File: src/rtl/swm3_pkg.sv
`default_nettype none

package swm3_pkg;

  localparam int MaxWindow = 16;
  localparam int NumAxes   = 3;
  localparam int DataW     = 32;
  localparam int KeyW      = DataW + 1;
  localparam int LenW      = 5;
  localparam int FillW     = 5;
  localparam int CntW      = $clog2(MaxWindow + 1);
  localparam int IdxW      = (MaxWindow > 1) ? $clog2(MaxWindow) : 1;
  localparam int CmpW      = (CntW > LenW) ? CntW : LenW;
  localparam int TailN     = (MaxWindow > 1) ? MaxWindow - 1 : 1;
  localparam int HiPos     = (MaxWindow > 1) ? 1 : 0;

  localparam logic [LenW-1:0] LenReset = LenW'(3);

  typedef logic [NumAxes-1:0][DataW-1:0] sample_t;
  typedef logic [NumAxes-1:0][KeyW-1:0]  key_t;

  typedef enum logic [2:0] {
    S_IDLE,
    S_LOAD,
    S_SORT,
    S_SEL,
    S_FIN
  } state_e;

  typedef struct packed {
    logic accept;
    logic load;
    logic sort;
    logic sort_odd;
    logic shift;
    logic out_load;
  } ctrl_cmd_t;

  typedef struct packed {
    logic [IdxW-1:0] sel_idx;
    logic            out_free;
  } dp_status_t;

endpackage

`default_nettype wire

File: src/rtl/swm3_ctrl.sv
`default_nettype none

module swm3_ctrl (
  input  wire logic                 clk_i,
  input  wire logic                 rst_ni,
  input  wire logic                 in_valid_i,
  output      logic                 in_ready_o,
  input  wire swm3_pkg::dp_status_t status_i,
  output      swm3_pkg::ctrl_cmd_t  cmd_o
);

  swm3_pkg::state_e               state_q, state_d;
  logic [swm3_pkg::IdxW-1:0]      cnt_q, cnt_d;

  always_ff @(posedge clk_i or negedge rst_ni) begin
    if (!rst_ni) begin
      state_q <= swm3_pkg::S_IDLE;
      cnt_q   <= '0;
    end else begin
      state_q <= state_d;
      cnt_q   <= cnt_d;
    end
  end

  always_comb begin
    state_d    = state_q;
    cnt_d      = cnt_q;
    cmd_o      = '0;
    in_ready_o = 1'b0;
    unique case (state_q)
      swm3_pkg::S_IDLE: begin
        in_ready_o   = 1'b1;
        cmd_o.accept = in_valid_i;
        if (in_valid_i) begin
          state_d = swm3_pkg::S_LOAD;
        end
      end
      swm3_pkg::S_LOAD: begin
        cmd_o.load = 1'b1;
        cnt_d      = '0;
        state_d    = swm3_pkg::S_SORT;
      end
      swm3_pkg::S_SORT: begin
        cmd_o.sort     = 1'b1;
        cmd_o.sort_odd = cnt_q[0];
        if (cnt_q == swm3_pkg::IdxW'(swm3_pkg::MaxWindow - 1)) begin
          cnt_d   = '0;
          state_d = swm3_pkg::S_SEL;
        end else begin
          cnt_d = cnt_q + 1'b1;
        end
      end
      swm3_pkg::S_SEL: begin
        if (cnt_q == status_i.sel_idx) begin
          state_d = swm3_pkg::S_FIN;
        end else begin
          cmd_o.shift = 1'b1;
          cnt_d       = cnt_q + 1'b1;
        end
      end
      swm3_pkg::S_FIN: begin
        if (status_i.out_free) begin
          cmd_o.out_load = 1'b1;
          state_d        = swm3_pkg::S_IDLE;
        end
      end
      default: begin
        state_d = swm3_pkg::S_IDLE;
      end
    endcase
  end

endmodule

`default_nettype wire

File: config.mk
export PLATFORM = sky130hd
export DESIGN_NAME = swm3_ctrl
export DESIGN_NICKNAME = d
export VERILOG_FILES = /design/src/rtl/swm3_pkg.sv /design/src/rtl/swm3_ctrl.sv
export SDC_FILE = /design/constraint.sdc
export NUM_CORES = 1
export LEC_CHECK = 0
export BUFFER_PORTS_ARGS = -buffer_cell sky130_fd_sc_hd__buf_2
export CORE_AREA = 2 2 39 41
export CTS_CLUSTER_DIAMETER = 30
export DETAILED_ROUTE_END_ITERATION = 10
export DIE_AREA = 0 0 41 43
export REMOVE_ABC_BUFFERS = 1
export SKIP_LAST_GASP = 1
export SLEW_MARGIN = 30
export SYNTH_ARGS = -nofsm -noshare
export SYNTH_HDL_FRONTEND = slang
export SYNTH_SLANG_ARGS = --single-unit
export TNS_END_PERCENT = 100
File: constraint.sdc
create_clock -name clk_i -period 1.75 [get_ports clk_i]
set_clock_uncertainty 0.1 [all_clocks]
set_input_delay 0.525 -clock clk_i [delete_from_list [all_inputs] [get_ports clk_i]]
set_output_delay 0.525 -clock clk_i [all_outputs]
set_load 0.02 [all_outputs]
==> summary.txt, run 1 <==
Clock Sinks -> 7
Peak supply drop -> 869 uV
CP Capture Type -> output pin
Clock latency on the worst-skew pair -> 260 ps
DRC -> 0
Tcrit/Tclk final -> 1.09
Cell Int Power -> 0.000906 W
DIE AREA -> 1760 um^2
Clk root buf -> clkbuf_4
RSZ-0062 raised after global routing -> true
Actual slew at the worst max-slew pin -> 328 ps
# fillers -> 117
Syn-to-layout area delta -> 72.0%
Syn_area_per_cell -> 8.43 um^2
Leak -> 0.402 nW
I/O Buffers -> 14
Fmax -> 522 MHz
Share of layout cells above drive strength 1 -> 0.552
CP Max Fanout -> 2
Crit path time final -> 1910 ps
Setup violators final -> 6
Global-route wire length before repair -> 2.20 mm
Yosys reg bits -> 7
Sw frac -> 0.408
# nets final -> 106
CTS tree -> built
Vias in the first global route -> 535
Rel. slew slack -> 0.778
Hold Crit Class -> input pin to flip-flop
H-tree Lvls -> 1
Largest net degree at the start of global routing -> 11
Max-slew violation count -> 0
Outcome -> complete, but fails checks
Clock Tree Buf Depth -> 2
Synthesized area -> 514 um^2
TritonCTS Buffers -> 3
Die Height -> 43 um
YS warnings -> 0
IO Count -> 15
DRT Pass-1 Iters -> 4
Overall power -> 0.00153 W
Proportion of power drawn by combinational gates -> 0.693
Seq/Total Area, Yosys -> 0.341
Final worst slack -> -165 ps
Grt total ovfl -> 0
Type of origin of the critical path -> flip-flop
Clock transition at path regs -> 60 ps
Setup TNS -> -416 ps
Most frequent cells in the layout -> 19 x buf_4, 8 x buf_2, 8 x buf_6
Worst Setup Path Type -> flip-flop to output pin
Max_cap viols -> 0
Initial DRC Count -> 15
GRT Total Usage -> 0.191
Power Density -> 1730 nW/um^2
Drt total wl -> 1.51 mm
Seq pwr share -> 0.209
Most common cell after layout, fill and taps aside -> buf_4
Fin area -> 885 um^2
Switching power -> 0.000624 W
Synth Instances -> 61
Die Span X -> 41 um
Failing checks -> setup timing
Clk pwr share -> 0.098
Via count -> 596
Antenna fix cells -> 0
Row count -> 14
Final hold vios -> 0
Starting density of the core -> 0.372
Setup WS pre-CTS -> -118 ps
Placer Congestion -> 0.744
Drt via density -> 5.32
Initial antenna violation count -> 0
Core ar. -> 1380 um^2
DP HPWL -> 952 um
Synth cell types -> 31
Wire length per cell -> 13.5 um
Dpl cell area -> 669 um^2
Antenna-violating nets left -> 0
Crit path required time -> 1120 ps
Critical path arrival -> 1290 ps
[per-stage QoR]
step	std cells	hold slack, ps	utilization
CTS	107	391	0.574
finish	112	414	0.639
global placement	98	272	0.484
detailed placement	98	273	0.484
floorplan	56	129	-
global route	112	414	0.639
[worst paths after layout]
check	end	depth (start not counted)	slack, ps	from
max	cmd_o[1]	5	-160	cnt_q[1]
min	state_q[2]	2	410	status_i[0]
max reg2reg	cnt_q[3]	7	50	cnt_q[1]
min reg2reg	cnt_q[1]	2	590	cnt_q[1]
max in group asynchronous	state_q[1]	2	800	rst_ni
min in group asynchronous	cnt_q[0]	2	550	rst_ni
[power groups by stage]
stage          clock, W  sequential (W)  combinational (W)
4_1_cts        0.000156        0.000313           0.000943
5_1_grt        0.000164        0.000331            0.00114
6_report       0.000150        0.000320            0.00106
3_5_place_dp          0        0.000299           0.000753
3_3_place_gp          0        0.000300           0.000748
2_1_floorplan         0        0.000340           0.000415
[synth_stat cells]
master | n | area (um^2)
nand2_1 | 6 | 22.5
or4b_1 | 1 | 10.0
nand3_1 | 5 | 25.0
xnor2_1 | 4 | 35.0
a32o_1 | 1 | 10.0
a22oi_1 | 1 | 7.51
o311ai_0 | 1 | 8.76
nor3_1 | 3 | 15.0
nor2_1 | 6 | 22.5
inv_1 | 1 | 3.75
buf_4 | 1 | 7.51
nand4_1 | 3 | 18.8
nand2b_1 | 1 | 6.26
dfrtp_1 | 7 | 175
o22ai_1 | 1 | 6.26
buf_2 | 2 | 10.0
and2_1 | 1 | 6.26
a211oi_1 | 1 | 7.51
and4_4 | 1 | 11.3
mux2i_1 | 1 | 10.0
a21oi_1 | 1 | 5.00
and3_1 | 1 | 6.26
o21ai_0 | 2 | 10.0
nor3b_1 | 1 | 7.51
and2_2 | 1 | 7.51
mux2_2 | 1 | 11.3
ha_1 | 1 | 12.5
o2bb2ai_1 | 1 | 8.76
nor4b_1 | 1 | 8.76
a221o_1 | 1 | 10.0
clkbuf_1 | 2 | 7.51
[metal layers]
layer | vias up | routed length, um | global-route usage
met1 | 281 | 611 | 0.221
li1 | 294 | - | -
met2 | 19 | 820 | 0.306
met4 | 0 | 14 | 0.100
met5 | - | 0 | 0
met3 | 2 | 62 | 0.0471
[worst max-delay path, stage by stage (launching register included)]
cell and delay [ps]:
dfrtp_1 410, xnor2_2 150, nand4_1 120, nand2_1 80
nor2_2 130, buf_6 140
[final cells by class]
class	count	area [um^2]	area share
clock buffer	4	26.3	0.0297
inverter	1	3.75	0.00424
multi-input combinational	48	374	0.423
sequential	7	178	0.201
tap	16	20.0	0.0226
timing repair buffer	36	283	0.320
[registers in the layout, summed over array words and instances, names as in the netlist]
| name | cells |
|---|---|
| cnt_q | 4 |
| state_q | 3 |
[repair_timing]
action | 4_1_cts | 5_1_grt
pin swaps | 7 | 4
setup endpoints to repair | 6 | 8
hold endpoints to repair | 4 | 0
hold buffers | 1 | 0
buffers inserted | 4 | 5
resized for setup | 14 | 15
[kinds of logic (layout without fill, tap and decap cells)]
logic type,Yosys count,in the layout,share of synthesized area
AND/OR/NAND/NOR,31,31,0.326
AO/OA/AOI/OAI,10,10,0.144
flip-flops,7,7,0.341
buffers and inverters,6,41,0.0560
XOR/XNOR,4,4,0.0681
multiplexers,2,2,0.0414
adder cells (fa/ha/maj),1,1,0.0243
Note: power is estimated with default switching activity, not from simulation.
==> inputs of run 2 (changes only) <==
--- a/config.mk
+++ b/config.mk
@@ -6,10 +6,10 @@
 export NUM_CORES = 1
 export LEC_CHECK = 0
 export BUFFER_PORTS_ARGS = -buffer_cell sky130_fd_sc_hd__buf_2
-export CORE_AREA = 2 2 39 41
+export CORE_AREA = 10 10 47 49
 export CTS_CLUSTER_DIAMETER = 30
 export DETAILED_ROUTE_END_ITERATION = 10
-export DIE_AREA = 0 0 41 43
+export DIE_AREA = 0 0 57 59
 export REMOVE_ABC_BUFFERS = 1
 export SKIP_LAST_GASP = 1
 export SLEW_MARGIN = 30
==> summary.txt, run 2 (synthesized netlist as in run 1, its figures left out) <==
Max_cap viols -> 0 (unchanged)
Cell Int Power -> 0.000890 W (-1.8%)
Die Height -> 59 um (+37%)
Row count -> 14 (unchanged)
Clock transition at path regs -> 60 ps (about the same)
Wire length per cell -> 14.5 um (+7.7%)
Biggest register -> cnt_q
Slowest CP cell -> dfrtp_1
Final hold vios -> 0 (unchanged)
Finished Layout Cells -> 113 (+0.89%)
Antenna fix cells -> 0 (unchanged)
CTS tree -> built
DRT Pass-1 Iters -> 4 (unchanged)
Leak -> 0.402 nW (about the same)
Crit path time final -> 1860 ps (-56.5 ps)
I/O Buffers -> 14 (unchanged)
Final Util -> 0.613 (-0.0267)
Outcome -> complete, but fails checks
CP Max Fanout -> 2 (unchanged)
Fmax -> 538 MHz (+3.0%)
Vias in the first global route -> 639 (+19%)
Initial antenna violation count -> 0 (unchanged)
# nets final -> 107 (+0.94%)
Max FFs per register -> 4 (unchanged)
Share of layout cells above drive strength 1 -> 0.557 (+0.00462)
Crit-path cells -> xnor2_2 -> nand4_1 -> nand2_1 -> nor2_1 -> buf_4
Clk root buf -> clkbuf_4
TritonCTS Buffers -> 3 (unchanged)
Hold Crit Class -> input pin to flip-flop
Worst Setup Path Type -> flip-flop to output pin
Placer Congestion -> 0.836 (+12%)
Peak supply drop -> 970 uV (+12%)
Grt total ovfl -> 0 (unchanged)
H-tree Lvls -> 1 (unchanged)
Die Span X -> 57 um (+39%)
Largest net degree at the start of global routing -> 9 (-2)
Initial DRC Count -> 18 (+3)
Proportion of power drawn by combinational gates -> 0.679 (-0.014)
Most common cell after layout, fill and taps aside -> buf_4
Clock Tree Buf Depth -> 2 (unchanged)
Max-slew violation count -> 0 (unchanged)
Actual slew at the worst max-slew pin -> 323 ps (-5.57 ps)
Via count -> 599 (+0.50%)
Sw frac -> 0.407 (-0.000521)
Tcrit/Tclk final -> 1.06 (-0.0323)
Worst stage delay on the critical path -> 410 ps (about the same)
Final worst slack -> -108 ps (+56.5 ps)
Syn-to-layout area delta -> 66.9%
DP Cell Count -> 101 (+3.1%)
Antenna-violating nets left -> 0 (unchanged)
IO Count -> 15 (unchanged)
CP Capture Type -> output pin
CP Buf/Inv Count -> 1 (unchanged)
Clk pwr share -> 0.101 (+0.003)
Most frequent cells in the layout -> 24 x buf_4, 9 x buf_2, 6 x nand2_1
CP top delay family -> flip-flops
Largest registers -> cnt_q x4, state_q x3
DRC -> 0 (unchanged)
Global-route wire length before repair -> 2.72 mm (+23%)
Crit path required time -> 1120 ps (about the same)
RSZ-0062 raised after global routing -> true
Setup violators final -> 5 (-1)
Rel. slew slack -> 0.782 (+0.00376)
Core ar. -> 1400 um^2 (+1.3%)
Clock Sinks -> 7 (unchanged)
Drt via density -> 5.30 (-0.39%)
DIE AREA -> 3360 um^2 (+91%)
GRT Total Usage -> 0.0990 (-0.0921)
Power Density -> 1750 nW/um^2 (+1.1%)
Drt total wl -> 1.64 mm (+8.6%)
Type of origin of the critical path -> flip-flop
Critical path arrival -> 1230 ps (-60 ps)
Seq pwr share -> 0.220 (+0.011)
Failing checks -> setup timing
DP HPWL -> 1.14 mm (+20%)
Clock latency on the worst-skew pair -> 260 ps (about the same)
Switching power -> 0.000612 W (-2.0%)
Starting density of the core -> 0.367 (-0.00465)
==> run 2: cell count changes in the layout (fill, tap and decap cells not counted), moves of 2 or more <==
cell	change
buf_6	-5
buf_4	+5
nor2_4	-2
nor2_2	+2
==> run 2: worst reg2reg max path: stages, from the launching register on <==
cell and delay [ps]:
dfrtp_1 410, xnor2_2 150, nand4_1 120, buf_4 120, buf_4 100, o21ai_1 70, buf_4 140, a221o_1 340
==> run 2: power by group through the flow <==
| stage | clock [W] | combinational, W | sequential [W] |
|---|---|---|---|
| 6_report | 0.000152 | 0.00102 | 0.000330 |
| 5_1_grt | 0.000166 | 0.00112 | 0.000344 |
| 4_1_cts | 0.000153 | 0.000967 | 0.000329 |
| 3_5_place_dp | 0 | 0.000791 | 0.000316 |
| 3_3_place_gp | 0 | 0.000786 | 0.000313 |
| 2_1_floorplan | 0 | 0.000415 | 0.000340 |
==> run 2: routing by layer <==
| metal | global-route usage | part of all wire | vias up |
|---|---|---|---|
| li1 | - | - | 296 |
| met1 | 0.0950 | 0.41 | 286 |
| met2 | 0.186 | 0.53 | 13 |
| met3 | 0.0365 | 0.038 | 4 |
| met4 | 0.0403 | 0.013 | 0 |
| met5 | 0 | 0 | - |
==> run 2: path summary, 6_finish.rpt <==
path | start | endpoint | slack (ps) | cells after the start
setup / recovery | cnt_q[1] | cmd_o[1] | -110 | 5
hold / removal | status_i[0] | state_q[2] | 390 | 2
setup reg to reg | cnt_q[1] | cnt_q[3] | 100 | 7
hold reg to reg | state_q[0] | state_q[2] | 550 | 2
max in group asynchronous | rst_ni | cnt_q[0] | 820 | 2
min in group asynchronous | rst_ni | cnt_q[1] | 540 | 2
==> run 2: what timing repair did <==
action | in CTS | in global routing
setup endpoints to repair | 6 | 8
pin swaps | 5 | 0
buffers inserted | 5 | 2
hold buffers | 0 | 1
endpoints found under the hold margin | 0 | 4
resized for setup | 15 | 6
==> run 2: through the flow <==
| stage | worst slack, ps | setup TNS [ps] | cell area, um^2 | total power [W] | hold WS (ps) |
|---|---|---|---|---|---|
| 2_1_floorplan | -214 | -415 | 489 | 0.000755 | 129 |
| 3_5_place_dp | -110 | -312 | 692 | 0.00111 | 274 |
| 3_3_place_gp | -109 | -318 | 692 | 0.00110 | 273 |
| 5_1_grt | -219 | -742 | 858 | 0.00163 | 413 |
| 4_1_cts | -88.6 | -323 | 817 | 0.00145 | 0.548 |
| 6_report | -108 | -335 | 858 | 0.00150 | 395 |
==> run 2: area by class of cell <==
| type | instances | area (um^2) |
|---|---|---|
| Clock buffer | 4 | 26.3 |
| Fill cell | 129 | 543 |
| Inverter | 1 | 3.75 |
| Multi-Input combinational cell | 48 | 360 |
| Sequential cell | 7 | 179 |
| Tap cell | 16 | 20.0 |
| Timing Repair Buffer | 37 | 269 |
==> inputs of run 3 (changes only) <==
--- a/config.mk
+++ b/config.mk
@@ -5,6 +5,7 @@
 export SDC_FILE = /design/constraint.sdc
 export NUM_CORES = 1
 export LEC_CHECK = 0
+export ABC_AREA = 1
 export BUFFER_PORTS_ARGS = -buffer_cell sky130_fd_sc_hd__buf_2
 export CORE_AREA = 10 10 47 49
 export CTS_CLUSTER_DIAMETER = 30
==> summary.txt, run 3 <==
Outcome -> complete, but fails checks
Failing checks -> setup timing
Via count -> 620 (+3.5%)
Hold WS -> 531 ps (+136 ps)
Worst Setup Path Type -> flip-flop to output pin
Syn-to-layout area delta -> 69.5%
Core ar. -> 1400 um^2 (unchanged)
CP Max Fanout -> 4 (+2)
Yosys reg bits -> 7 (unchanged)
Area share of the largest cell type after synthesis -> 0.321 (-0.0195)
DP HPWL -> 1.03 mm (-9.6%)
Synthesized area -> 546 um^2 (+6.1%)
Final hold vios -> 0 (unchanged)
Multiplexer area fraction after synthesis -> 0 (-0.0414)
Slowest CP cell -> dfrtp_2
Critical path arrival -> 1250 ps (+20 ps)
Syn_area_per_cell -> 6.82 um^2 (-19%)
Setup TNS -> -267 ps (+68.7 ps)
Reg2reg path depth -> 6 (-1)
R2r setup slk -> 220 ps (+120 ps)
# fillers -> 116 (-10%)
Yosys top cell by area -> dfrtp_1
Type of origin of the critical path -> flip-flop
Seq/Total Area, Yosys -> 0.321 (-0.0195)
Clock Sinks -> 7 (unchanged)
Reg-to-Reg Start -> cnt_q[0]
CTS tree -> built
Synth cell types -> 23 (-26%)
Setup crit end -> cmd_o[0]
CP top delay family -> flip-flops
DRC -> 0 (unchanged)
Leak -> 0.494 nW (+23%)
Clock transition at path regs -> 50 ps (about the same)
Final worst slack -> -126 ps (-17.5 ps)
Biggest register -> cnt_q
Max_cap viols -> 0 (unchanged)
Die Span X -> 57 um (unchanged)
# nets final -> 125 (+17%)
Switching power -> 0.000769 W (+26%)
Peak supply drop -> 969 uV (about the same)
Number of flops mapped to enable cells by yosys -> 0 (unchanged)
Fmax -> 533 MHz (-0.93%)
Dpl cell area -> 676 um^2 (-2.4%)
Clock Tree Buf Depth -> 2 (unchanged)
DRT Pass-1 Iters -> 4 (unchanged)
Max FFs per register -> 4 (unchanged)
Fin area -> 925 um^2 (+7.7%)
Initial antenna violation count -> 0 (unchanged)
Die Height -> 59 um (unchanged)
Setup violators final -> 4 (-1)
Sw frac -> 0.455 (+0.0477)
Drt via density -> 4.73 (-11%)
R2R Path End -> state_q[0]
Max-slew violation count -> 0 (unchanged)
Proportion of power drawn by combinational gates -> 0.725 (+0.046)
Most common cell after layout, fill and taps aside -> nand2_1
CP Capture Type -> output pin
Actual slew at the worst max-slew pin -> 287 ps (-35.4 ps)
Placer Congestion -> 0.788 (-5.7%)
YS warnings -> 0 (unchanged)
RSZ-0062 raised after global routing -> true
Starting density of the core -> 0.389 (+0.0223)
Largest registers -> cnt_q x4, state_q x3
Cell Int Power -> 0.000921 W (+3.5%)
Share of layout cells above drive strength 1 -> 0.574 (+0.0172)
Synth Instances -> 80 (+31%)
Crit path time final -> 1880 ps (+17.5 ps)
Wire length per cell -> 12.5 um (-14%)
TritonCTS Buffers -> 3 (unchanged)
Rel. slew slack -> 0.807 (+0.0247)
Crit-path cells -> buf_12 -> nor4_2 -> buf_4
DIE AREA -> 3360 um^2 (unchanged)
IO Count -> 15 (unchanged)
I/O Buffers -> 14 (unchanged)
Antenna-violating nets left -> 0 (unchanged)
CP Launch Point -> state_q[0]
Initial DRC Count -> 16 (-2)
CP Buf/Inv Count -> 2 (+1)
Row count -> 14 (unchanged)
Crit path required time -> 1120 ps (about the same)
Largest family of logic cells by synthesized area -> simple AND/OR/NAND/NOR gates
Logic depth of the worst path, buffers included -> 3 (-2)
Largest net degree at the start of global routing -> 8 (-1)
Synth cell count leaders -> 27 x nand2_1, 13 x inv_1, 7 x dfrtp_1
Share of synthesized registers carrying an async set or reset -> 1.00 (unchanged)
Overall power -> 0.00169 W (+13%)
Clk root buf -> clkbuf_4
Synth Area in Simple Gates -> 0.459 (+0.133)
Global-route wire length before repair -> 2.55 mm (-6.3%)
Hold Crit Class -> flip-flop to flip-flop
Seq pwr share -> 0.196 (-0.024)
Post-synth top flop -> dfrtp_1
Drt total wl -> 1.64 mm (+0.24%)
GRT Total Usage -> 0.0920 (-0.00698)
Tcrit/Tclk final -> 1.07 (+0.00999)
Hold Crit Start -> cnt_q[2]
Post-synthesis compound-gate area fraction -> 0.0459 (-0.0977)
Vias in the first global route -> 595 (-6.9%)
Grt total ovfl -> 0 (unchanged)
H-tree Lvls -> 1 (unchanged)
Power Density -> 1830 nW/um^2 (+4.5%)
Post-synthesis adder-cell area fraction -> 0.0229 (-0.00140)
Worst stage delay on the critical path -> 460 ps (+50 ps)
Leading cell types by total area after synthesis -> dfrtp_1 32%, nand2_1 19%, inv_1 8.9%
Antenna fix cells -> 0 (unchanged)
Cell with the most instances after synthesis -> nand2_1
Clk pwr share -> 0.080 (-0.021)
Setup WS pre-CTS -> -105 ps (+4.83 ps)
Clock latency on the worst-skew pair -> 240 ps (-20 ps)
XOR/XNOR share of the synthesized area -> 0.0321 (-0.0360)
Most frequent cells in the layout -> 19 x nand2_1, 17 x buf_4, 9 x inv_1
## run 3: logic make-up (layout without fill, tap and decap cells)
logic type / Yosys count / count (layout)
AOI/OAI and AO/OA: 4 / 4
buffers and inverters: 17 / 52
DFF: 7 / 7
and+or+nand+nor: 49 / 49
xor gates and xnor gates: 2 / 2
adders and majority gates: 1 / 1
## run 3: through the flow
stage	utilization	cells
after floorplan	-	79
after global placement	0.482	115
after detailed placement	0.482	115
after CTS	0.563	126
after global routing	0.660	131
final	0.660	131
## run 3: power by group through the flow
stage	combinational [W]	clock [W]	sequential (W)
floorplan	0.000513	0	0.000304
global placement	0.000766	0	0.000304
detailed placement	0.000773	0	0.000304
CTS	0.000940	0.000144	0.000308
global route	0.00133	0.000156	0.000339
finish	0.00123	0.000135	0.000331
## run 3: repair_timing
item,4_1_cts,5_1_grt
pin swaps,7,11
hold endpoints to repair,0,4
buffers inserted,8,4
endpoints found under the setup margin,5,7
resized for setup,14,28
hold buffers,0,1
## run 3: final cells by class
class                   count  area (um^2)  area share
inverters                  16         62.6      0.0677
multi-input cells          56          377       0.407
repair buffers             32          260       0.281
well taps                  16         20.0      0.0217
flip-flops and latches      7          179       0.194
clock buffers               4         26.3      0.0284
## run 3: per-layer routing
metal  wire (um)  up-vias  global-route usage
met5           0        -                   0
met1         635      288              0.0961
met4          29        0              0.0503
met2         901       11               0.158
li1            -      317                   -
met3          76        4              0.0322
## run 3: worst min-delay path by stage
stage | endpoint | slack (ps) | cells past startpoint
after floorplan | cnt_q[0] | 130 | 0
after global placement | cnt_q[3] | 260 | 1
after detailed placement | cnt_q[2] | 260 | 1
after CTS | cnt_q[2] | 2 | 1
after global routing | cnt_q[2] | 540 | 2
final | cnt_q[2] | 530 | 3
## run 3: worst reg2reg max path, stage by stage (launching register included)
cell and delay (ps):
dfrtp_1 400, buf_4 150, ha_1 180, nand3_1 90, nand3_1 130, nand2_1 80
o31ai_1 270
